<file path="src/hdl/cst_pkg.sv">
// shared types and constants for the sparse matrix transpose block
// no dependencies, compiled first
package cst_pkg;

    // default sizes, top level parameters take these
    localparam int MAX_DIM_DEF = 1024;
    localparam int MAX_NNZ_DEF = 4096;

    // fixed field widths
    localparam int FUNC_W = 1;
    localparam int ROW_W  = 10;
    localparam int COL_W  = 10;
    localparam int CFG_W  = 11;
    localparam int POS_W  = 13;
    localparam int VAL_W  = 13;

    // configuration port
    localparam int APB_AW = 3;
    localparam int APB_DW = 32;
    localparam int REG_SEL_BIT = 2;
    localparam logic REG_NUM_ROWS = 1'b0;
    localparam logic REG_NUM_COLS = 1'b1;

    // request function codes
    localparam logic FUNC_LOAD  = 1'b0;
    localparam logic FUNC_FETCH = 1'b1;

    // result kinds
    localparam logic KIND_OFFSET = 1'b0;
    localparam logic KIND_ROW    = 1'b1;

    typedef enum logic [2:0] {
        ST_CLEAR,
        ST_LOAD,
        ST_PREFIX,
        ST_SCATTER,
        ST_DRAIN
    } t_state;

    // readout item waiting on memory data
    typedef struct packed {
        logic             kind;
        logic             zero;
        logic [POS_W-1:0] pos;
        logic             last;
        logic             range_err;
        logic             ovf;
    } t_pend_item;

endpackage

</file>
<file path="src/hdl/cst_if.sv">


interface cst_rsp_if;
    logic                      valid;
    logic                      ready;
    logic                      kind;
    logic [cst_pkg::POS_W-1:0] position;
    logic [cst_pkg::VAL_W-1:0] value;
    logic                      last;
    logic                      range_error;
    logic                      overflow;

    modport source (output valid, output kind, output position, output value,
                    output last, output range_error, output overflow, input ready);
    modport sink   (input valid, input kind, input position, input value,
                    input last, input range_error, input overflow, output ready);
endinterface

</file>
<file path="src/hdl/cst_out_stage.sv">
// result register: picks the readout value from memory data and holds it for the sink
// depends on cst_pkg and cst_if
module cst_out_stage #(
    parameter int SLOT_W = $clog2(cst_pkg::MAX_NNZ_DEF + 1)
) (
    input  logic                      i_clk,
    input  logic                      i_rst_n,
    input  logic                      i_pend_v,
    input  cst_pkg::t_pend_item       i_pend,
    input  logic [SLOT_W-1:0]         i_slot_q,
    input  logic [cst_pkg::ROW_W-1:0] i_data_q,
    output logic                      o_take,
    cst_rsp_if.source                 o_rsp
);

    logic                      r_v;
    logic                      r_kind;
    logic [cst_pkg::POS_W-1:0] r_pos;
    logic [cst_pkg::VAL_W-1:0] r_val;
    logic                      r_last;
    logic                      r_range_err;
    logic                      r_ovf;
    logic [cst_pkg::VAL_W-1:0] n_val;

    assign o_take = !r_v || o_rsp.ready;

    always_comb begin
        if (i_pend.kind == cst_pkg::KIND_OFFSET) begin
            n_val = i_pend.zero ? '0 : cst_pkg::VAL_W'(i_slot_q);
        end else begin
            n_val = cst_pkg::VAL_W'(i_data_q);
        end
    end

    always_ff @(posedge i_clk) begin
        if (!i_rst_n) begin
            r_v <= 1'b0;
        end else if (i_pend_v && o_take) begin
            r_v <= 1'b1;
        end else if (o_rsp.ready) begin
            r_v <= 1'b0;
        end
    end

    always_ff @(posedge i_clk) begin
        if (i_pend_v && o_take) begin
            r_kind      <= i_pend.kind;
            r_pos       <= i_pend.pos;
            r_val       <= n_val;
            r_last      <= i_pend.last;
            r_range_err <= i_pend.range_err;
            r_ovf       <= i_pend.ovf;
        end
    end

    assign o_rsp.valid       = r_v;
    assign o_rsp.kind        = r_kind;
    assign o_rsp.position    = r_pos;
    assign o_rsp.value       = r_val;
    assign o_rsp.last        = r_last;
    assign o_rsp.range_error = r_range_err;
    assign o_rsp.overflow    = r_ovf;

endmodule
</file>
<file path="src/flat_wrapper.sv">
// flat-port wrapper written by rule: the top's interface ports become plain ports
module cst_out_stage_flat 
#(
    parameter int SLOT_W = $clog2(cst_pkg::MAX_NNZ_DEF + 1)
)
  (i_clk, i_rst_n, i_pend_v, i_pend, i_slot_q, i_data_q, o_take, o_rsp_valid, o_rsp_kind, o_rsp_position, o_rsp_value, o_rsp_last, o_rsp_range_error, o_rsp_overflow, o_rsp_ready);
  cst_rsp_if o_rsp_i ();
  input  logic i_clk;
  input  logic i_rst_n;
  input  logic i_pend_v;
  input  cst_pkg::t_pend_item i_pend;
  input  logic [SLOT_W-1:0] i_slot_q;
  input  logic [cst_pkg::ROW_W-1:0] i_data_q;
  output logic o_take;
  output wire logic [$bits(o_rsp_i.valid)-1:0] o_rsp_valid;
  output wire logic [$bits(o_rsp_i.kind)-1:0] o_rsp_kind;
  output wire logic [$bits(o_rsp_i.position)-1:0] o_rsp_position;
  output wire logic [$bits(o_rsp_i.value)-1:0] o_rsp_value;
  output wire logic [$bits(o_rsp_i.last)-1:0] o_rsp_last;
  output wire logic [$bits(o_rsp_i.range_error)-1:0] o_rsp_range_error;
  output wire logic [$bits(o_rsp_i.overflow)-1:0] o_rsp_overflow;
  input wire logic [$bits(o_rsp_i.ready)-1:0] o_rsp_ready;
  assign o_rsp_valid = o_rsp_i.valid;
  assign o_rsp_kind = o_rsp_i.kind;
  assign o_rsp_position = o_rsp_i.position;
  assign o_rsp_value = o_rsp_i.value;
  assign o_rsp_last = o_rsp_i.last;
  assign o_rsp_range_error = o_rsp_i.range_error;
  assign o_rsp_overflow = o_rsp_i.overflow;
  assign o_rsp_i.ready = o_rsp_ready;
  cst_out_stage #(.SLOT_W(SLOT_W)) u_core (.i_clk(i_clk), .i_rst_n(i_rst_n), .i_pend_v(i_pend_v), .i_pend(i_pend), .i_slot_q(i_slot_q), .i_data_q(i_data_q), .o_take(o_take), .o_rsp(o_rsp_i));
endmodule
</file>
<file path="config.mk">
export PLATFORM = sky130hd
export DESIGN_NAME = cst_out_stage_flat
export DESIGN_NICKNAME = d
export VERILOG_FILES = /design/src/hdl/cst_pkg.sv /design/src/hdl/cst_if.sv /design/src/hdl/cst_out_stage.sv /design/src/flat_wrapper.sv
export SDC_FILE = /design/constraint.sdc
export NUM_CORES = 1
export LEC_CHECK = 0
export BUFFER_PORTS_ARGS = -buffer_cell sky130_fd_sc_hd__buf_2
export CORE_UTILIZATION = 35
export CTS_CLUSTER_DIAMETER = 200
export CTS_CLUSTER_SIZE = 20
export DETAILED_ROUTE_END_ITERATION = 8
export PLACE_DENSITY = 0.74
export RECOVER_POWER = 100
export SETUP_SLACK_MARGIN = 0.15
export SLEW_MARGIN = 10
export SYNTH_ARGS = -nofsm -noshare
export SYNTH_HDL_FRONTEND = slang
export SYNTH_SLANG_ARGS = --single-unit
</file>
<file path="constraint.sdc">
create_clock -name i_clk -period 1.3 [get_ports i_clk]
set_input_delay 0.065 -clock i_clk [delete_from_list [all_inputs] [get_ports i_clk]]
set_output_delay 0.065 -clock i_clk [all_outputs]
set_load 0.02 [all_outputs]
</file>
==> results.py, run 1 <==
metrics = {
    "floorplan": {
        "rows": 19,
        "core_area_sq_mm": 0.00283,
        "pin_count": 77,
        "initial_core_util": 0.382,
        "fp.dieH_um": 57.5,
        "die_w_um": 57.5,
        "dieArea_sq_mm": 0.00331,
    },
    "status": {
        "status": "complete, but fails checks",
        "failed_checks": "DRC",
    },
    "yosys": {
        "syn_area_sq_mm": 0.00108,
        "syn-num-nets": 98,
        "ys_seq_elements": 31,
        "yosysSeqAreaShare": 0.853,
        "synth.distinct_cells": 12,
        "postSynthAreaPerCell_sq_um": 20.4,
        "netlist_top_cells_area": "edfxtp_1 (83%), a22o_1 (7.3%), and2_1 (2.3%), dfxtp_1 (1.9%), nand2b_1 (1.2%)",
        "yosysTopAreaCellShare": 0.834,
        "yosysTopAreaCell": "edfxtp_1",
        "postSynthCellCount": 53,
        "yosysWarnings": 0,
    },
    "timing": {
        "finalSetupViolations": 0,
        "slew_headroom": 0.516,
        "timing.final.crit_share": 0.869,
        "worst_slew_pin_slew_ns": 0.723,
        "hold_viol": 0,
        "fin_crit_ns": 1.13,
        "slew_violations": 0,
        "hold_slack_ns": 0.0266,
        "max_freq_mhz": 886,
        "clock_skew_ns": 0.00748,
        "rsz0062_at_grt": "false",
        "fin_setup_tns_ns": 0,
    },
    "worst_setup_path": {
        "crit_fanout": 15,
        "cp-end-kind": "flip-flop",
        "endpoint": "u_core.o_rsp.value[11]",
        "cp-startpoint": "u_core.o_rsp.valid",
        "rr_worst_depth": 2,
        "critPathBufInv": 0,
        "crit_chain": "nand2b_2 > and2_2",
        "regToRegStartpoint": "u_core.o_rsp.valid",
        "r2r_setup_slack_ns": 0.17,
        "critPathLaunchType": "flip-flop",
        "path_depth": 2,
        "cp.arrival_ns": 1.11,
        "cp_slowest_cell": "and2_2",
        "worst-setup-path-type": "reg2reg",
        "cp_top_family": "simple AND/OR/NAND/NOR gates",
        "max_stage_delay_ns": 0.37,
        "r2r_end": "u_core.o_rsp.value[11]",
        "crit_required_ns": 1.28,
    },
    "clock_network": {
        "cts_buffers": 5,
        "post-cts-setup-buffers": 0,
        "cts.sinks": 31,
        "h-tree-depth": 2,
        "cts_tree": "done",
        "clk_pin_slew_ns": 0.09,
        "clk_latency_ns": 0.32,
        "clock-root-buffer": "clkbuf_4",
        "cts_max_path_buffers": 2,
    },
    "drt": {
        "vias_per_cell": 4.54,
        "dr.pass1.iters": 6,
        "wire_per_inst_um": 13.8,
        "routed_wl_um": 2560,
        "first_iter_violations": 28,
        "drtAntennaViolNets": 0,
        "drcViolationCount": 9,
        "vias": 840,
    },
    "final_layout": {
        "final_util": 0.593,
        "n_antenna_cell": 0,
        "layout-drive-gt1-share": 0.325,
        "synthToLayoutAreaGrowth_pct": 55.4,
        "nNetsFinal": 198,
        "final_cell_area_sq_mm": 0.00168,
    },
    "power_and_ir_drop": {
        "switchingPower_mw": 0.489,
        "power_frac_seq": 0.598,
        "p_leak_nw": 0.673,
        "sw_frac_of_total": 0.246,
        "peakVddDrop_uv": 489,
        "internal_power_mw": 1.50,
        "clkPwrFrac": 0.252,
        "comb_power_share": 0.150,
        "powerDensity_mw_per_mm2": 1180,
    },
    "worst_hold_path": {
        "min_path_type": "in2reg",
    },
    "global_route": {
        "grt_pass1_wl_um": 3750,
        "grt_pass1_vias": 790,
        "antenna_found_initial": 0,
        "grt_max_degree": 31,
        "grt.overflow.total": 0,
        "grt_use_total": 0.164,
    },
    "placement": {
        "portBuffers": 76,
        "placed_area_sq_mm": 0.00149,
        "gp_congestion": 0.593,
    },
    "flow_run": {
        "cap_violations": 0,
    },
}
## state kept, by name (all words and copies together) (netlist names)
signal and cells:
u_core.o_rsp.kind 1, u_core.o_rsp.last 1, u_core.o_rsp.overflow 1, u_core.o_rsp.position 13
u_core.o_rsp.range_error 1, u_core.o_rsp.valid 1, u_core.o_rsp.value 13
## worst min path at each step
stage | start | end | slack (ns) | depth (start not counted)
finish | i_slot_q[11] | u_core.o_rsp.value[11] | 0.03 | 2
global route | i_slot_q[11] | u_core.o_rsp.value[11] | 0.02 | 2
CTS | i_slot_q[11] | u_core.o_rsp.value[11] | 0.01 | 2
detailed placement | i_pend[12] | u_core.o_rsp.position[9] | 0.24 | 1
global placement | i_pend[2] | u_core.o_rsp.last | 0.24 | 1
floorplan | i_pend[17] | u_core.o_rsp.kind | 0.16 | 0
## per-layer routing
metal  global-route usage  vias to the layer above  wire length [um]
met5                    0                        -                 0
met4                0.105                        0                22
met3               0.0522                        3               324
met2                0.271                       58              1290
met1                0.183                      370               919
li1                     -                      409                 -
## cell usage after synthesis
master and n:
edfxtp_1 30, a22o_1 9, and2_1 4, nand2b_1 2, a21boi_0 1, buf_2 1, buf_6 1, dfxtp_1 1
inv_1 1, nand2_1 1, nor2_2 1, o21ai_0 1
## kinds of logic after synthesis
family,after synthesis,synth area share
flip-flops,31,0.853
buffers and inverters,3,0.0185
AO/OA/AOI/OAI,11,0.0846
AND/OR/NAND/NOR,8,0.0440
## area by class of cell
class	count	area [sq um]
Tap cell	31	38.8
Sequential cell	31	921
Multi-Input combinational cell	20	148
Timing Repair Buffer	94	518
Clock buffer	6	41.3
Clock inverter	2	7.51
Inverter	1	3.75
Fill cell	250	1150
## timing repair
item / CTS / global route
gates resized for setup: 0 / 0
endpoints found under the hold margin: 17 / 0
endpoints found under the setup margin: 0 / 30
hold buffers: 18 / 0
## power by group through the flow
stage	Combinational (mW)	Clock, mW	Sequential (mW)
floorplan	0.0611	0	1.29
global placement	0.268	0	1.21
detailed placement	0.273	0	1.21
CTS	0.315	0.510	1.19
global route	0.320	0.569	1.19
finish	0.298	0.501	1.19
## cells in the final DEF, fill, tap and decap left out
cell type	instances
a21boi_0	1
a22o_1	9
and2_0	2
and2_1	1
and2_2	2
buf_2	42
clkbuf_1	35
clkbuf_4	5
clkinv_1	2
dfxtp_1	1
dlygate4sd3_1	18
edfxtp_1	30
inv_1	1
nand2_1	1
nand2b_1	1
nand2b_2	1
nor2_1	1
o21ai_0	1
## metrics by stage
step	setup WS [ns]	power [mW]	instances
floorplan	0.166	1.35	53
global placement	0.207	1.48	158
detailed placement	0.168	1.48	158
CTS	0.153	2.01	184
global route	0.111	2.08	185
finish	0.171	1.99	185
## worst reg2reg max path, cell delays in order (launching register included)
cell      delay, ns
dfxtp_1        0.33
nand2b_2       0.09
and2_2         0.37
Note: power is estimated with default switching activity, not from simulation.
==> run 2: changes to the inputs <==
Settings changed: ABC_AREA set to 1, CORE_UTILIZATION 35 to 36, PLACE_DENSITY 0.74 to 0.75.
==> results.py, run 2 <==
metrics = {
    "floorplan": {
        "initial_core_util": 0.390,
        "dieArea_sq_mm": 0.00329,
        "die_w_um": 57.4,
        "pin_count": 77,
        "core_area_sq_mm": 0.00283,
        "rows": 19,
        "fp.dieH_um": 57.4,
    },
    "timing": {
        "max_freq_mhz": 908,
        "slew_headroom": 0.533,
        "worst_slew_pin_slew_ns": 0.697,
        "slew_violations": 0,
        "rsz0062_at_grt": "false",
        "fin_crit_ns": 1.10,
        "hold_viol": 0,
        "clock_skew_ns": 0.0130,
        "finalSetupViolations": 0,
        "timing.final.crit_share": 0.847,
        "post-route-worst-setup-slack_ns": 0.198,
    },
    "yosys": {
        "synthArstFlopShare": 0,
        "netlist_top_cells_area": "edfxtp_1 (82%), nand2_1 (11%), inv_1 (2.4%), dfxtp_1 (1.8%), nor2_1 (1.0%)",
        "synth_compound_area_frac": 0.00907,
        "yosysMostFrequentCell": "nand2_1",
        "yosysTopAreaCellShare": 0.816,
        "postSynthCellCount": 77,
        "synth_edf_count": 30,
        "yosysWarnings": 0,
        "yosysSeqAreaShare": 0.834,
        "synth_simple_gate_area_frac": 0.121,
        "synth-adder-area-share": 0,
        "yosysTopAreaCell": "edfxtp_1",
        "ys_seq_elements": 31,
        "postSynthAreaPerCell_sq_um": 14.3,
        "synthMuxAreaShare": 0,
        "syn_area_sq_mm": 0.00110,
        "synth.distinct_cells": 9,
        "synth_top_cells_by_count": "nand2_1 (31), edfxtp_1 (30), inv_1 (7), nor2_1 (3), a21oi_1 (2)",
        "synthXorXnorAreaFrac": 0,
        "synth_top_family_by_area": "simple AND/OR/NAND/NOR gates",
        "syn-num-nets": 122,
        "synth-main-ff-cell": "edfxtp_1",
    },
    "worst_setup_path": {
        "critPathLaunchType": "flip-flop",
        "crit_required_ns": 1.24,
        "worst-setup-path-type": "reg2out",
        "crit_fanout": 3,
        "cp.arrival_ns": 1.04,
        "cp-end-kind": "output port",
    },
    "power_and_ir_drop": {
        "comb_power_share": 0.153,
        "switchingPower_mw": 0.519,
        "peakVddDrop_uv": 453,
        "clkPwrFrac": 0.259,
        "sw_frac_of_total": 0.256,
        "internal_power_mw": 1.51,
        "p_leak_nw": 0.749,
        "powerDensity_mw_per_mm2": 1180,
        "power_frac_seq": 0.588,
    },
    "clock_network": {
        "clock-root-buffer": "clkbuf_4",
        "cts_max_path_buffers": 2,
        "clk_latency_ns": 0.33,
        "cts-resized-gates": 0,
        "h-tree-depth": 2,
        "clk_pin_slew_ns": 0.10,
        "cts.sinks": 31,
        "cts.hold.buffers_added": 17,
        "cts_tree": "done",
        "post-cts-setup-buffers": 0,
        "cts_buffers": 5,
    },
    "final_layout": {
        "final_common_cell": "buf_2",
        "n_antenna_cell": 0,
        "synthToLayoutAreaGrowth_pct": 55.4,
        "final_cell_mix": "buf_2 (41), clkbuf_1 (37), nand2_1 (31)",
        "final_cell_area_sq_mm": 0.00172,
        "layout-drive-gt1-share": 0.277,
        "nNetsFinal": 221,
    },
    "placement": {
        "gp_congestion": 0.703,
        "portBuffers": 76,
        "pre_cts_slack_ns": 0.273,
        "hpwl_um": 1740,
        "placed_area_sq_mm": 0.00155,
    },
    "global_route": {
        "use_met2": 0.350,
        "grt_pass1_wl_um": 4140,
        "busiest_layer": "met2",
        "grt_use_total": 0.182,
        "grt.overflow.total": 0,
        "grt_pass1_vias": 890,
        "met3_usage": 0.0680,
        "antenna_found_initial": 0,
        "grt_use_met1": 0.173,
        "grt_max_degree": 31,
    },
    "worst_hold_path": {
        "min_path_type": "in2reg",
    },
    "drt": {
        "drcViolationCount": 9,
        "first_iter_violations": 66,
        "wire_per_inst_um": 14.2,
        "routed_wl_um": 2950,
        "drtAntennaViolNets": 0,
        "vias": 953,
        "dr.pass1.iters": 6,
        "vias_per_cell": 4.58,
    },
    "flow_run": {
        "cap_violations": 0,
    },
    "status": {
        "failed_checks": "DRC",
        "status": "complete, but fails checks",
    },
}
run 2: changes by cell type in the layout (fill, tap and decap cells not counted), moves of 3 or more:
| cell | change |
|---|---|
| a22o_1 | -9 |
| inv_1 | +6 |
| nand2_1 | +30 |
| nor2_1 | +3 |
run 2: critical path: stages (launching register included):
cell and delay (ns):
dfxtp_1 0.36, nand2_1 0.10, clkbuf_1 0.24
run 2: path summary, 6_finish.rpt:
check | startpoint | end | slack (ns) | depth (start not counted)
setup / recovery | u_core.o_rsp.valid | o_take | 0.20 | 2
hold / removal | i_slot_q[7] | u_core.o_rsp.value[7] | 0.003 | 3
setup reg to reg | u_core.o_rsp.valid | u_core.o_rsp.value[8] | 0.24 | 2
hold reg to reg | u_core.o_rsp.valid | u_core.o_rsp.valid | 0.56 | 2
run 2: cell type report:
cell class,count,area (sq um)
tap,31,38.8
multi-input combinational,37,153
clock inverter,1,5.00
fill,246,1110
inverter,7,26.3
clock buffer,7,45.0
sequential,31,921
timing repair buffer,94,527
run 2: kinds of logic (layout without fill, tap and decap cells):
logic type             after synthesis  in the layout
and+or+nand+nor                     35             35
DFF                                 31             31
AOI/OAI and AO/OA                    2              2
buffers and inverters                9            109
run 2: metal layers:
| metal | routed length [um] | vias to the layer above |
|---|---|---|
| met2 | 1620 | 65 |
| met1 | 1010 | 428 |
| li1 | - | 453 |
| met5 | 0 | - |
| met3 | 281 | 7 |
| met4 | 40 | 0 |
run 2: per-stage QoR:
| step | TNS, ns | hold WS (ns) | power [mW] | instances | utilization |
|---|---|---|---|---|---|
| finish | 0 | 0.00267 | 2.02 | 208 | 0.606 |
| global route | 0 | 0.00727 | 2.10 | 208 | 0.606 |
| CTS | 0 | 0.00167 | 2.03 | 208 | 0.624 |
| detailed placement | 0 | 0.244 | 1.49 | 183 | 0.546 |
| global placement | 0 | 0.243 | 1.49 | 183 | 0.546 |
| floorplan | -0.414 | 0.164 | 1.35 | 77 | - |
run 2: power by group through the flow:
stage | sequential, mW | clock (mW) | combinational, mW
2_1_floorplan | 1.29 | 0 | 0.0597
3_3_place_gp | 1.21 | 0 | 0.280
3_5_place_dp | 1.21 | 0 | 0.284
4_1_cts | 1.19 | 0.522 | 0.325
5_1_grt | 1.20 | 0.575 | 0.329
6_report | 1.19 | 0.524 | 0.309
